`src/sv/cbbz_fifo.sv`:
```
// Small flop-based FIFO that carries jobs from the front end to the back end.
// Generic in width and depth; uses no package items.
module cbbz_fifo #(
  parameter int DATA_W = 8,
  parameter int DEPTH  = 2
) (
  input  logic              clk_i,
  input  logic              rst_ni,
  input  logic              push_valid_i,
  output logic              push_ready_o,
  input  logic [DATA_W-1:0] push_data_i,
  output logic              pop_valid_o,
  input  logic              pop_ready_i,
  output logic [DATA_W-1:0] pop_data_o
);

  localparam int PTR_W = (DEPTH > 1) ? $clog2(DEPTH) : 1;
  localparam int CNT_W = $clog2(DEPTH + 1);

  logic [DATA_W-1:0] mem_q [DEPTH];
  logic [PTR_W-1:0]  wr_ptr_q, wr_ptr_d;
  logic [PTR_W-1:0]  rd_ptr_q, rd_ptr_d;
  logic [CNT_W-1:0]  cnt_q, cnt_d;
  logic              do_push, do_pop;

  always_comb begin
    push_ready_o = (cnt_q != CNT_W'(DEPTH));
    pop_valid_o  = (cnt_q != '0);
    pop_data_o   = mem_q[rd_ptr_q];
    do_push      = push_valid_i && push_ready_o;
    do_pop       = pop_valid_o && pop_ready_i;

    wr_ptr_d = wr_ptr_q;
    if (do_push) begin
      wr_ptr_d = (wr_ptr_q == PTR_W'(DEPTH - 1)) ? '0 : wr_ptr_q + 1'b1;
    end
    rd_ptr_d = rd_ptr_q;
    if (do_pop) begin
      rd_ptr_d = (rd_ptr_q == PTR_W'(DEPTH - 1)) ? '0 : rd_ptr_q + 1'b1;
    end
    cnt_d = cnt_q;
    if (do_push && !do_pop) begin
      cnt_d = cnt_q + 1'b1;
    end else if (do_pop && !do_push) begin
      cnt_d = cnt_q - 1'b1;
    end
  end

  always_ff @(posedge clk_i or negedge rst_ni) begin
    if (!rst_ni) begin
      wr_ptr_q <= '0;
      rd_ptr_q <= '0;
      cnt_q    <= '0;
    end else begin
      wr_ptr_q <= wr_ptr_d;
      rd_ptr_q <= rd_ptr_d;
      cnt_q    <= cnt_d;
    end
  end

  always_ff @(posedge clk_i) begin
    if (do_push) begin
      mem_q[wr_ptr_q] <= push_data_i;
    end
  end

endmodule

```
`config.mk`:
```
export PLATFORM = sky130hd
export DESIGN_NAME = cbbz_fifo
export DESIGN_NICKNAME = d
export VERILOG_FILES = /design/src/sv/cbbz_fifo.sv
export SDC_FILE = /design/constraint.sdc
export NUM_CORES = 1
export LEC_CHECK = 0
export CORE_UTILIZATION = 50
export DETAILED_ROUTE_END_ITERATION = 8
export DONT_BUFFER_PORTS = 1
export GPL_ROUTABILITY_DRIVEN = 0
export PLACE_DENSITY = 0.7
export SLEW_MARGIN = 0
export SYNTH_ARGS = -nofsm -noshare
export SYNTH_HDL_FRONTEND = slang
export SYNTH_SLANG_ARGS = --single-unit
```
`constraint.sdc`:
```
create_clock -name clk_i -period 2 [get_ports clk_i]
set_input_delay 0.4 -clock clk_i [delete_from_list [all_inputs] [get_ports clk_i]]
set_output_delay 0.4 -clock clk_i [all_outputs]
set_load 0.02 [all_outputs]
```
Word level (Yosys, flattened, before mapping)
Memory sizes are Yosys's and may differ from the RTL's. Index checks and enable logic that the tools add are counted.

Output and inout bits: 10. Word-level logic and storage cells: 23. Register bits: 4. Bits in read-only memories: 0. Bits of input ports: 12. Memories kept: 1. Memory bits (writable): 16. Bits in latches: 0.

Memories: mem_q (depth 2, bits a word 8, read ports 1, clocked after Yosys merged registers in 0, wr ports 1, RTL line 20) `logic [DATA_W-1:0] mem_q [DEPTH];`.

Reduce and logical (&&, ||, !) cells: 8. Multipliers: 0. Div/mod/pow operators: 0. Bitwise gates (word level): 0. Shifts and indexed selects: 0. $lt $le $gt $ge: 0. $add $sub $neg: 4. Multiplexer cells: 6. Equal/unequal tests: 1.

Operator list (count): $logic_and A1 B1 Y1 (4); $mux W1 (4); $mux W2 (2); $reduce_bool A2 Y1 (2); $add A1 B1 Y1 const B (2); $add A2 B1 Y2 const B (1); $logic_not A1 Y1 (2); $ne A2 B2 Y1 const B (1); $sub A2 B1 Y2 const B (1).

Longest topological paths before layout
Depth after elaboration: 6. Depth in mapped cells: 7. Depth with buffers taken out: 7.

Worst setup path before layout
Ideal clock, no wire load.

Path type: register to register. From: register cnt_q[0]. To: memory mem_q[0][0], enable pin. Path slack: 585 ps. Setup time: 370 ps. Required time: 1630 ps. Buffers on the path: 0. Data arrival time: 1045 ps. Stages on the path, launching flop included: 4. Clock period less this slack: 1415 ps. Path through: dfrtp_1 > nand2b_4 > nand2_1 > nor2_1.

Cells in the longest elaborated chain, start to end: 4.

Ends and longest elaborated chain: start, declared (RTL line 23) `logic [CNT_W-1:0] cnt_q, cnt_d;`; start signal, assigned (RTL line 57) `cnt_q <= cnt_d;`; $ne A2 B2 Y1 (RTL line 27) `push_ready_o = (cnt_q != CNT_W'(DEPTH));`; named net push_ready_o (RTL line 10) `output logic push_ready_o,`; $logic_and A1 B1 Y1 (RTL line 30) `do_push = push_valid_i && push_ready_o;`; $mux W1 (RTL line 62) `if (do_push) begin`; $mux W1 (not written as such) (RTL line 63) `mem_q[wr_ptr_q] <= push_data_i;`; end, declared (RTL line 20).

The timed path passes the listed nets, and every way through them passes these cells.

Final worst setup path
From: register rd_ptr_q. To: output port pop_data_o[0].

Cells in the longest elaborated chain, start to end: 1.

Ends and longest elaborated chain: start, declared (RTL line 22) `logic [PTR_W-1:0] rd_ptr_q, rd_ptr_d;`; start signal, assigned (RTL line 56) `rd_ptr_q <= rd_ptr_d;`; $mem_v2 Z2 W8; end, declared (RTL line 14) `output logic [DATA_W-1:0] pop_data_o`.

Every way passes these cells.

==> key figures <==
Floorplanning
  • Core footprint: approximately 1400 um2
  • Boundary Pins: 22
  • Starting density of the core: 0.569
  • Die width: 41.7 um
  • Die area: approximately 1700 um2
  • FP Rows: 13
  • Die H: ~42 um

Clocking
  • CTS tree: done
  • Clk slew on worst S/H paths: 110 ps
  • Longest Clk Path Bufs: 2
  • H-tree depth: 1
  • Inserted Clock Buffers: 3
  • Later-pin clock latency in the skew report: 290 ps
  • Clock root buffer: clkbuf_4
  • Count of clock tree sinks: 20

Synthesis
  • Synth Area in Compound Gates: 0
  • Cell variety after synth: 14
  • Cell taking the most area after synthesis: edfxtp_1
  • Average cell area after synthesis: between 15 and 20 um2
  • XOR/XNOR Fraction of Synth Area: 0.0556
  • Synth Area in Adders: 0.0159
  • Synthesized Nets: between 50 and 60
  • Asr flop ratio synth: 0.200
  • Top FF cell, synth: edfxtp_1
  • Syn Std Cell Area: 787 um2
  • Synth top area share: 0.610
  • Warnings, synthesis: 0
  • Post-synthesis mux area share: 0.114
  • Simple-gate share of the synthesized area: 0.0652
  • Ranking of synthesized cells by area: edfxtp_1 61%, dfrtp_1 13%, mux2_2 11%
  • Register area share after synthesis: 0.738
  • Post-synth EDFFs: 16
  • Register bit total from synthesis: 20
  • Top-count cell post-synth: edfxtp_1
  • Synth cell count leaders: 16 x edfxtp_1, 8 x mux2_2, 4 x dfrtp_1
  • Gate Count Post-Synth: 43
  • Largest family of logic cells by synthesized area: multiplexers

Drt
  • Vias: between 300 and 400
  • Detail Route Antenna Nets: 0
  • Initial drt markers: 10
  • Routed wire length: between 1000 and 1500 um
  • WL/cell: 18.0 um
  • Vias per cell: between 5 and 6
  • First-pass DRT Iterations: 4
  • Drc violations: 0

Timing
  • RSZ-0062 raised after global routing: false
  • Period utilization: 0.863
  • Worst rel slew slack: 0.744
  • Final Max Tran Viols: 0
  • Final setup TNS: 0 ps
  • Clock skew: between 6 and 7 ps
  • Final Hold Slack: between 150 and 200 ps
  • Minimum clock period: around 1700 ps
  • Endpoints failing setup: 0
  • Worst Tran Pin Value: between 300 and 400 ps
  • Final Hold Vio Count: 0
  • FMAX: about 580 MHz

GRT
  • Vias in the first global route: 432
  • First-pass GRT wire length: 1970 um
  • Global route total overflow: 0
  • Initial antenna violation count: 0
  • Pin count of the biggest net entering global routing: 12
  • Total track usage: 0.155

Worst setup path
  • Crit path cell chain: mux2_2
  • Crit path kind: register to primary output
  • Top Family by Delay on Critical Path: flip-flops
  • Critical Path Sink Type: primary output
  • Max FO, Critical Path: 9
  • Critical path data arrival time: around 1300 ps
  • Buf/Inv on CP: 0
  • Largest stage delay on the critical path: a little under 600 ps
  • Data required, critical path: 1600 ps
  • Max stage delay cell, worst path: dfrtp_1
  • Worst setup SP type: register
  • FF-to-FF Start: cnt_q[0]
  • CP startpoint: rd_ptr_q

Power and ir drop
  • Sw frac: 0.356
  • Pint: 0.846 mW
  • Peak supply drop: between 0.8 and 0.9 mV
  • PwrDens: ~1600 nW/um2
  • P_sw: 0.468 mW
  • Seq pwr share: 0.515
  • Comb pwr share: 0.346
  • Static leakage: ~0.31 nW
  • Clock Power Share: 0.138
  • Pwr Total: 1.31 mW

Min path
  • HP Start: push_data_i[4]
  • Hold crit path type: primary input to register

Final layout
  • Area of the multi-input gates: 198 um2
  • Seq. cell area: 581 um2
  • Fill cells: slightly above 100
  • Diode count: 0
  • Nets: 62
  • Layout area overhead: 7.31%
  • Layout cell share with drive strength beyond 1: 0.313

Run status
  • Status: finished, final reports clean

Placement
  • Post-DP HPWL: a little under 900 um
  • Buffers on Ports: 0

Job
  • Max-cap violations: 0
==> per-layer routing <==
metal / up-vias / wire length, um / global-route usage
li1: 165 / - / -
met1: 171 / 441 / 0.163
met2: 14 / 624 / 0.288
met3: 0 / 67 / 0.0565
met4: 0 / 0 / 0.0387
met5: - / 0 / 0
==> cells in the final DEF, fill, tap and decap left out <==
| cell | count |
|---|---|
| clkbuf_4 | 3 |
| and3_1 | 1 |
| inv_1 | 1 |
| xor2_1 | 2 |
| mux2_2 | 8 |
| buf_4 | 1 |
| dlygate4sd3_1 | 1 |
| or2_4 | 1 |
| xnor2_1 | 3 |
| nor2_1 | 2 |
| edfxtp_1 | 16 |
| clkinv_1 | 1 |
| nand2_4 | 1 |
| nand2_1 | 1 |
| dfrtp_1 | 4 |
| nand2b_4 | 1 |
| ha_1 | 1 |
==> layout make-up <==
cell class / instances / share of cell area
multi-input cells: 21 / 0.234
flip-flops and latches: 20 / 0.687
inverters: 1 / 0.00444
clock inverters: 1 / 0.00444
repair buffers: 2 / 0.0207
well taps: 15 / 0.0222
clock buffers: 3 / 0.0267
==> final timing paths <==
| kind | endpoint | slack, ps | depth (start not counted) |
|---|---|---|---|
| worst max-delay path | pop_data_o[0] | 270 | 1 |
| worst min-delay path | mem_q[0][4] | 200 | 0 |
| worst max register to register | cnt_q[1] | 460 | 7 |
| worst min register to register | wr_ptr_q | 520 | 1 |
| max in group asynchronous | wr_ptr_q | 1460 | 1 |
| min in group asynchronous | cnt_q[1] | 370 | 1 |
==> power groups by stage <==
stage	clock network (mW)	registers [mW]	logic (mW)
2_1_floorplan	0	0.633	0.435
3_3_place_gp	0	0.671	0.439
3_5_place_dp	0	0.689	0.459
4_1_cts	0.183	0.680	0.464
5_1_grt	0.202	0.692	0.494
6_report	0.182	0.677	0.455
==> per-stage QoR <==
stage               cell area [um2]  setup WS [ps]  std cells  utilization
floorplan                       787            585         43            -
global route                    845            218         63        0.611
global placement                808            584         58        0.585
finish                          845            274         63        0.611
detailed placement              808            461         58        0.585
CTS                             845            266         63        0.611
==> cell families (layout without fill, tap and decap cells) <==
logic type / count (synthesis) / count (layout)
adder cells (fa/ha/maj): 1 / 1
multiplexers: 8 / 8
AND/OR/NAND/NOR: 7 / 7
buffers and inverters: 2 / 7
XOR/XNOR: 5 / 5
flip-flops: 20 / 20
==> registers in the layout, summed over array words and instances (netlist names) <==
signal,cells
cnt_q,2
mem_q,16
rd_ptr_q,1
wr_ptr_q,1
==> what timing repair did <==
| item | 4_1_cts | 5_1_grt |
|---|---|---|
| hold buffers | 1 | 0 |
| resized for setup | 0 | 0 |
| buffers inserted | 0 | 0 |
| hold endpoints to repair | 4 | 0 |
Power figures use the tool's default switching activity.
