## src/sv/cbbz_pkg.sv

```systemverilog
// Shared types, constants and elaboration-time helpers for the cubic B-spline
// to Bezier converter. Depends on nothing; front, back, top and testbench import it.
package cbbz_pkg;

  // Default coordinate width (signed Q16.16 at 32 bits).
  localparam int COORD_WIDTH_DEF = 32;

  // Default depth of the job queue between the front and back ends.
  localparam int JOB_FIFO_DEPTH = 2;

  // Describes which Bezier points one centre job produces.
  typedef struct packed {
    logic with_prev;
    logic with_next;
    logic last;
  } job_flags_t;

  // Returns floor(2^k / 3) + 1, the reciprocal used for division by three.
  // Evaluated at elaboration only.
  function automatic logic [127:0] recip3(input int k);
    logic [127:0] quo;
    logic [2:0]   rem;
    quo = '0;
    rem = 3'd1;
    for (int i = k - 1; i >= 0; i--) begin
      rem = {rem[1:0], 1'b0};
      if (rem >= 3'd3) begin
        quo[i] = 1'b1;
        rem    = rem - 3'd3;
      end
    end
    return quo + 128'd1;
  endfunction

endpackage

```

## src/sv/cbbz_front.sv

```systemverilog
// Front end: accepts de Boor points, keeps the three-point window and the
// position count, and turns each point into zero, one or two centre jobs.
// Depends on cbbz_pkg.
module cbbz_front #(
  parameter int W = cbbz_pkg::COORD_WIDTH_DEF
) (
  input  logic                 clk_i,
  input  logic                 rst_ni,
  input  logic [W-1:0]         in_x_i,
  input  logic [W-1:0]         in_y_i,
  input  logic [W-1:0]         in_z_i,
  input  logic                 curve_end_i,
  input  logic                 in_valid_i,
  output logic                 in_stall_o,
  output logic                 job_valid_o,
  input  logic                 job_ready_i,
  output logic [9*W-1:0]       job_pts_o,
  output cbbz_pkg::job_flags_t job_flags_o
);

  import cbbz_pkg::*;

  localparam logic [2:0] PosFirstInterior = 3'd3;
  localparam logic [2:0] PosFull          = 3'd4;

  logic [3*W-1:0] w0_q, w1_q, w2_q, w0_d, w1_d, w2_d;
  logic [2:0]     pos_q, pos_d;
  logic           a_v_q, a_v_d, b_v_q, b_v_d;
  logic [9*W-1:0] a_pts_q, b_pts_q;
  job_flags_t     a_flags_q, b_flags_q, a_flags_d, b_flags_d;
  logic [3*W-1:0] pt;
  logic           push, a_keep, b_keep, accept, has_job;

  always_comb begin
    job_valid_o = a_v_q || b_v_q;
    job_pts_o   = a_v_q ? a_pts_q : b_pts_q;
    job_flags_o = a_v_q ? a_flags_q : b_flags_q;
    push        = job_valid_o && job_ready_i;
    a_keep      = a_v_q && !push;
    b_keep      = b_v_q && !(push && !a_v_q);
    in_stall_o  = a_keep || b_keep;
    accept      = in_valid_i && !in_stall_o;
    pt          = {in_x_i, in_y_i, in_z_i};
    has_job     = (pos_q >= PosFirstInterior);

    a_flags_d.with_prev = (pos_q >= PosFull);
    a_flags_d.with_next = 1'b1;
    a_flags_d.last      = !curve_end_i;
    b_flags_d.with_prev = 1'b1;
    b_flags_d.with_next = 1'b0;
    b_flags_d.last      = 1'b1;

    a_v_d = a_keep;
    b_v_d = b_keep;
    w0_d  = w0_q;
    w1_d  = w1_q;
    w2_d  = w2_q;
    pos_d = pos_q;
    if (accept) begin
      a_v_d = has_job;
      b_v_d = has_job && curve_end_i;
      if (curve_end_i) begin
        w0_d  = '0;
        w1_d  = '0;
        w2_d  = '0;
        pos_d = '0;
      end else begin
        w0_d  = w1_q;
        w1_d  = w2_q;
        w2_d  = pt;
        pos_d = (pos_q == PosFull) ? pos_q : pos_q + 1'b1;
      end
    end
  end

  always_ff @(posedge clk_i or negedge rst_ni) begin
    if (!rst_ni) begin
      a_v_q <= 1'b0;
      b_v_q <= 1'b0;
      w0_q  <= '0;
      w1_q  <= '0;
      w2_q  <= '0;
      pos_q <= '0;
    end else begin
      a_v_q <= a_v_d;
      b_v_q <= b_v_d;
      w0_q  <= w0_d;
      w1_q  <= w1_d;
      w2_q  <= w2_d;
      pos_q <= pos_d;
    end
  end

  always_ff @(posedge clk_i) begin
    if (accept) begin
      a_pts_q   <= {w0_q, w1_q, w2_q};
      b_pts_q   <= {w1_q, w2_q, pt};
      a_flags_q <= a_flags_d;
      b_flags_q <= b_flags_d;
    end
  end

endmodule

```

## config.mk

```make
export PLATFORM = sky130hd
export DESIGN_NAME = cbbz_front
export DESIGN_NICKNAME = d
export VERILOG_FILES = /design/src/sv/cbbz_pkg.sv /design/src/sv/cbbz_front.sv
export SDC_FILE = /design/constraint.sdc
export NUM_CORES = 1
export LEC_CHECK = 0
export BUFFER_PORTS_ARGS = -buffer_cell sky130_fd_sc_hd__buf_2
export CORE_UTILIZATION = 55
export DETAILED_ROUTE_END_ITERATION = 8
export PLACE_DENSITY = 0.82
export SETUP_SLACK_MARGIN = 0.02
export SYNTH_ARGS = -nofsm -noshare
export SYNTH_HDL_FRONTEND = slang
export SYNTH_SLANG_ARGS = --single-unit
```

## constraint.sdc

```tcl
create_clock -name clk_i -period 13.25 [get_ports clk_i]
set_input_delay 2.65 -clock clk_i [delete_from_list [all_inputs] [get_ports clk_i]]
set_output_delay 2.65 -clock clk_i [all_outputs]
set_load 0.02 [all_outputs]
```

# After elaboration in Yosys (flattened, before gate mapping)
# Index checks and enable logic that the tools add are counted.
[totals]
output_inout_bits = 293
regBits = 871
elab_cells = 38
in_bits = 101
[op_classes]
add_sub_neg = 1
n_eq_ne = 2
n_reduce_logical = 14
magnitude_cmp = 2
n_mux = 9
[op_table]
columns = ["operator", "n"]
rows = [
  ["288-bit 2-to-1 mux", 1],
  ["96-bit 2-to-1 mux", 3],
  ["3-bit 2-to-1 mux", 3],
  ["1-bit logical AND", 6],
  ["1-bit logical NOT", 5],
  ["3-bit by 1-bit adder with 3-bit output, second input constant", 1],
  ["3-bit == test, second input constant", 1],
  ["3-bit by 2-bit >= comparator with 1-bit output, second input constant", 1],
  ["3-bit >= comparator, second input constant", 1],
  ["1-bit logical OR", 2],
  ["1-bit 2-to-1 mux", 2],
  ["2-bit inequality test, second input constant", 1],
  ["2-bit AND reduction", 1],
]

# Logic depth before layout (Yosys ltp)
# Gate-level depths: netlist of the first run.
[depth]
word_depth = 9
mapped_depth = 9

# Least setup slack after synthesis of the first run
# OpenSTA, ideal clock, no wires.
[synth_path]
path_kind = "input -> register"
startpoint = "input in_valid_i"
endpoint = "register pos_q[1]"
path_slack_ps = 4692
t_arrival_ps = 8423
path_stages = 7
cell_sequence = "nor2b_1 > a21oi_2 > buf_2 > buf_6 > inv_2 > o21ai_0 > a32o_1"
[synth_between]
elab_chain_cells = 2
[synth_lines]
columns = ["item", "line_no", "source"]
rows = [
  ["start: declaration", "cbbz_front.sv:13", "input logic in_valid_i,"],
  ["1-bit logical AND", "cbbz_front.sv:42", "accept = in_valid_i && !in_stall_o;"],
  ["via accept", "cbbz_front.sv:32", "logic push, a_keep, b_keep, accept, has_job;"],
  ["2-bit AND reduction (no source line)", "-", ""],
  ["end signal: assignment", "cbbz_front.sv:90", "pos_q <= pos_d;"],
  ["end: declaration", "cbbz_front.sv:27", "logic [2:0] pos_q, pos_d;"],
]
# The timed path passes the listed nets, and every way through them passes these cells.
# A chain may end at the register's enable or synchronous reset.

# Worst setup path in the final report of the first run
[layout_path]
startpoint = "register a_v_q"
endpoint = "output job_pts_o[260]"
[layout_between]
elab_chain_cells = 1
[layout_lines]
columns = ["item", "line_no", "source"]
rows = [
  ["start: declaration", "cbbz_front.sv:28", "logic a_v_q, a_v_d, b_v_q, b_v_d;"],
  ["start signal: assignment", "cbbz_front.sv:85", "a_v_q <= a_v_d;"],
  ["288-bit 2-to-1 mux", "cbbz_front.sv:36", "job_pts_o = a_v_q ? a_pts_q : b_pts_q;"],
  ["end: declaration", "cbbz_front.sv:17", "output logic [9*W-1:0] job_pts_o,"],
]
# Every way passes these cells.

==> impl_metrics.py, run 1 <==
metrics = {
    "clock_tree": {
        "cts_buffer_depth": 3,
        "clkSinkCount": 679,
        "cts_tree": "yes",
        "cts-buffers-inserted": 68,
        "htree_levels": 3,
        "ctsResizeCount": 0,
        "clk_latency_ns": 0.58,
        "clock-root-buffer": "clkbuf_16",
        "path_clk_slew_ns": 0.06,
        "hold_buffers": 0,
        "cts_setup_buffers": 0,
    },
    "sta": {
        "layout_min_cycle_time_ns": 6.75,
        "setup_viol": 0,
        "fmax_ghz": 0.148,
        "worst_pin_slew_ns": 1.27,
        "relSlewSlack": 0.152,
        "grt_setup_unrepaired": "no",
        "hold_viol_final": 0,
        "post-route-period-util": 0.509,
        "setup_ws_ns": 6.50,
        "setup_tns_ns": 0,
        "finalClockSkew_ns": 0.0139,
        "slew_viol_final": 0,
    },
    "critical_path": {
        "slowest_stage": "dfrtp_4",
        "critical-path-top-delay-family": "buffers and inverters",
        "reg2regPathDepth": 7,
        "critPathRequiredTime_ns": 10.60,
        "crit_top_cell": "buf_4",
        "crit_cells": 4,
        "cpPeakStageDelay_ns": 1.00,
        "crit_chain": "buf_4 -> buf_4 -> mux2_2 -> buf_2",
        "cp_max_fo": 74,
        "cp.buffers_inverters": 3,
        "worstSetupEndpointType": "output pin",
        "worstSetupPathType": "reg2out",
        "rrSetupSlack_ns": 9.04,
        "start_kind": "flip-flop",
        "arrival_ns": 4.10,
        "timing.rr.end": "pos_q[1]",
        "r2r_start": "a_v_q",
    },
    "synthesis": {
        "syn_inst": 1994,
        "ys_types": 26,
        "ys_top_cells_by_area": "edfxtp_1 43%, dfrtp_1 27%, mux2_2 12%",
        "seq_area_frac_synth": 0.709,
        "synth_top_cell_by_area": "edfxtp_1",
        "synthesis.area_sq_mm": 0.0267,
        "syn_avg_cell_area_sq_um": 13.4,
        "yosysWarnings": 0,
        "syn-num-nets": 2098,
        "synth-seq-cells": 679,
        "netlist.area_leader.share": 0.434,
    },
    "floorplanning": {
        "die_h_um": 222,
        "rows": 80,
        "die_w_um": 222,
        "dieArea_sq_mm": 0.0494,
        "start_util": 0.558,
        "core_sq_mm": 0.0478,
        "ios": 394,
    },
    "layout": {
        "layout-drive-gt1-share": 0.336,
        "seq_area_sq_mm": 0.0189,
        "multiInputGateArea_sq_mm": 0.00703,
        "area_growth_syn_to_layout_pct": 17.2,
        "nFillCells": 3339,
        "final_nets": 2444,
        "antenna_cells": 0,
    },
    "min_path": {
        "hold_depth": 0,
        "min_from": "w0_q[26]",
        "hold_path.class": "reg2reg",
        "hold-path-endpoint": "a_pts_q[218]",
    },
    "place": {
        "numPortBuffers": 393,
        "dpl.hpwl_um": 35000,
        "place.gp.congestion": 0.819,
        "place_worst_setup_slack_ns": 7.16,
    },
    "grt": {
        "grt_use_total": 0.228,
        "grt_max_degree": 285,
        "grt_pass1_wl_um": 88300,
        "grt_remaining_overflow": 0,
        "antenna_found_initial": 2,
        "grt_pass1_vias": 16300,
    },
    "route": {
        "routedWlPerCell_um": 18.8,
        "postRouteAntennaNets": 0,
        "via_count": 16200,
        "firstDrtPassIters": 5,
        "met1Wirelength_um": 23300,
        "initialDrtViolationCount": 1245,
        "top_layer": "met5",
        "drc_errors": 0,
        "wirelength_um": 56600,
        "met3_length_um": 2600,
        "viasPerCell": 5.37,
        "wl_met2_um": 28800,
    },
    "flow_run": {
        "maxCapViolCount": 0,
    },
    "run_status": {
        "status": "finished clean",
    },
    "power": {
        "power.density_mw_per_mm2": 264,
        "p_leak_uw": 0.0131,
        "irDropWorstVdd_v": 0.000182,
    },
}
## state kept, by name, indices dropped and copies added, names as in the netlist
name       count
a_flags_q      2
a_pts_q      288
w2_q          96
a_v_q          1
b_pts_q       96
w1_q          96
b_v_q          1
pos_q          3
w0_q          96
## report_power, final
group	internal, uW	switching [uW]
Clock	1240	785
Combinational	984	1740
Sequential	3090	413
## Yosys cell counts (all sizes together)
| cell | n |
|---|---|
| nand2 | 579 |
| edfxtp | 386 |
| dfrtp | 293 |
| o21ai | 293 |
| mux2 | 288 |
| buf | 66 |
| clkbuf | 65 |
| inv | 6 |
| ha | 3 |
| nand2b | 3 |
| a21oi | 2 |
| a22o | 2 |
| a21o | 1 |
| a32o | 1 |
| and3 | 1 |
| and3b | 1 |
| nand3 | 1 |
| nor2 | 1 |
| nor2b | 1 |
| or2 | 1 |
## area by class of cell
type | count | share of cell area
tap | 615 | 0.0246
clock inverter | 32 | 0.0135
multi-input combinational | 1178 | 0.225
inverter | 6 | 0.00120
sequential | 679 | 0.605
timing repair buffer | 407 | 0.0674
clock buffer | 91 | 0.0632
## worst max path at each step
stage	start	endpoint
floorplan	in_valid_i	pos_q[1]
global placement	a_v_q	job_pts_o[190]
detailed placement	a_v_q	job_pts_o[190]
CTS	a_v_q	job_pts_o[190]
global route	a_v_q	job_pts_o[260]
finish	a_v_q	job_pts_o[260]
## through the flow
stage	std cells	hold slack, ns	cell area [sq um]	util	total power [uW]
after floorplan	1994	0.425	26700	-	5400
after global placement	2885	0.429	28900	0.603	6160
after detailed placement	2885	0.432	28900	0.603	6260
after CTS	3008	0.441	31300	0.654	8310
after global routing	3008	0.452	31300	0.654	8620
final	3008	0.441	31300	0.654	8260
## layer usage
layer | up-vias | GRT usage
met2 | 415 | 0.384
met4 | 2 | 0.102
met1 | 7982 | 0.289
met3 | 108 | 0.0421
met5 | - | 0
li1 | 7648 | -
## worst register-to-register path, cell delays in order, from the launching register on
cell and delay, ns:
dfrtp_4 0.80, nor2b_1 0.33, a21oi_4 0.08, buf_4 0.35, inv_8 0.76, buf_12 1.03, o21ai_0 0.48, a32o_1 0.27
## cells in the final DEF, fill, tap and decap left out, drive strengths merged
| cell type | n |
|---|---|
| edfxtp | 386 |
| and3b | 1 |
| bufinv | 10 |
| a32o | 1 |
| o21ai | 293 |
| a22o | 2 |
| inv | 6 |
| a21oi | 2 |
| mux2 | 288 |
| clkinvlp | 7 |
| nand2 | 579 |
| dfrtp | 293 |
| ha | 3 |
| and3 | 1 |
| clkinv | 15 |
| nand2b | 3 |
| a21o | 1 |
| buf | 407 |
| clkbuf | 91 |
| nor2 | 1 |
| or2 | 1 |
| nor2b | 1 |
| nand3 | 1 |
## kinds of logic after synthesis
logic type,synth area share
muxes,0.122
adders and majority gates,0.00141
AOI/OAI and AO/OA,0.0568
DFF,0.709
and+or+nand+nor,0.0835
buffers and inverters,0.0278
Power figures use the tool's default switching activity.
==> inputs of run 2 (changes only) <==
- clock period: 13.25 -> 6.95 ns (I/O delays scaled with it)
==> impl_metrics.py, run 2 (synthesized netlist as in run 1, its figures left out) <==
metrics = {
    "run_status": {
        "status": "finished clean",
    },
    "clock_tree": {
        "cts_buffer_depth": 3,
        "clock-root-buffer": "clkbuf_16",
        "ctsResizeCount": 0,
        "cts-buffers-inserted": 69,
        "hold_buffers": 0,
        "cts_setup_buffers": 0,
        "clkSinkCount": 679,
        "htree_levels": 3,
        "path_clk_slew_ns": 0.07,
        "clk_latency_ns": 0.59,
        "cts_tree": "yes",
    },
    "power": {
        "pwr-share-clk": 0.235,
        "p_int_uw": 9920,
        "switchingPower_uw": 5580,
        "pwr-share-seq": 0.426,
        "p_sw_frac": 0.360,
        "power.density_mw_per_mm2": 498,
        "combinationalPowerShare": 0.339,
        "irDropWorstVdd_v": 0.000337,
        "p_leak_uw": 0.0130,
    },
    "route": {
        "postRouteAntennaNets": 0,
        "wirelength_um": 55400,
        "routedWlPerCell_um": 18.3,
        "viasPerCell": 5.34,
        "firstDrtPassIters": 8,
        "via_count": 16100,
        "drc_errors": 0,
        "initialDrtViolationCount": 1226,
    },
    "min_path": {
        "hold_path.class": "reg2reg",
    },
    "flow_run": {
        "maxCapViolCount": 0,
    },
    "layout": {
        "seq_area_sq_mm": 0.0189,
        "finalInstanceArea_sq_mm": 0.0312,
        "largest_reg_flops": 288,
        "final_nets": 2444,
        "layout_commonest_cell": "nand2_1",
        "nFillCells": 3389,
        "area_growth_syn_to_layout_pct": 16.7,
        "multiInputGateArea_sq_mm": 0.00703,
        "final_cell_mix": "579 x nand2_1, 392 x buf_2, 386 x edfxtp_1, 292 x dfrtp_1, 288 x mux2_2",
        "largest_register": "a_pts_q",
        "layout-drive-gt1-share": 0.333,
    },
    "critical_path": {
        "rrSetupSlack_ns": 3.35,
        "cp_max_fo": 188,
        "worstSetupPathType": "reg2out",
        "worstSetupEndpointType": "output pin",
        "start_kind": "flip-flop",
        "critPathRequiredTime_ns": 5.56,
        "arrival_ns": 3.13,
    },
    "grt": {
        "met3_usage": 0.0508,
        "grt_util_met2": 0.366,
        "grt_pass1_wl_um": 86200,
        "grt_max_degree": 255,
        "antenna_found_initial": 9,
        "busiest_layer": "met2",
        "grt_remaining_overflow": 0,
        "grt_pass1_vias": 15900,
        "grtUsageMet1": 0.279,
        "grt_use_total": 0.223,
    },
    "floorplanning": {
        "dieArea_sq_mm": 0.0494,
        "die_w_um": 222,
        "core_sq_mm": 0.0478,
        "ios": 394,
        "rows": 80,
        "start_util": 0.558,
        "die_h_um": 222,
    },
    "sta": {
        "relSlewSlack": 0.197,
        "slew_viol_final": 0,
        "grt_setup_unrepaired": "no",
        "setup_viol": 0,
        "post-route-period-util": 0.651,
        "finalClockSkew_ns": 0.0273,
        "layout_min_cycle_time_ns": 4.52,
        "worst_pin_slew_ns": 1.20,
        "fmax_ghz": 0.221,
        "setup_tns_ns": 0,
        "hold_viol_final": 0,
    },
    "place": {
        "post_dp_cell_area_sq_mm": 0.0289,
        "dpl.hpwl_um": 33500,
        "place.gp.congestion": 0.802,
        "numPortBuffers": 393,
    },
}
## run 2: per-layer routing
metal | share of wire | vias up | wire, um
met1 | 0.41 | 7868 | 22400
met4 | 0.039 | 8 | 2130
met3 | 0.056 | 120 | 3110
li1 | - | 7662 | -
met5 | 0.0012 | - | 64
met2 | 0.50 | 441 | 27600
## run 2: power groups by stage
stage,Clock (uW),Sequential [uW],Combinational [uW]
floorplan,0,6410,3830
global placement,0,6560,5170
detailed placement,0,6660,5250
CTS,3710,6600,5310
global route,3870,6750,5600
finish,3650,6600,5260
## run 2: final cells by class
type	instances	area share
antenna	6	0.000482
timing repair buffer	406	0.0678
clock inverter	23	0.00807
tap	615	0.0247
inverter	6	0.00149
sequential	679	0.608
clock buffer	104	0.0643
multi-input combinational	1178	0.226
## run 2: per-stage QoR
stage	setup WS (ns)	utilization	instances	total power (uW)	hold slack, ns
after global routing	2.34	0.651	3016	16200	0.442
after global placement	2.95	0.604	2884	11700	0.429
after CTS	2.50	0.651	3011	15600	0.442
after detailed placement	2.80	0.604	2884	11900	0.430
after floorplan	1.66	-	1994	10200	0.425
final	2.43	0.651	3017	15500	0.438
## run 2: worst max-delay path: stages, from the launching register on
cell     delay [ns]
dfrtp_4        0.86
buf_12         0.66
mux2_2         0.47
buf_2          0.18
## run 2: final timing paths
kind,startpoint,to,cells past startpoint
max,a_v_q,job_pts_o[286],3
min,w0_q[1],a_pts_q[193],0
max reg2reg,a_v_q,w2_q[88],5
min reg2reg,w0_q[1],a_pts_q[193],0
max in group asynchronous,rst_ni,w1_q[86],2
min in group asynchronous,rst_ni,w2_q[14],1
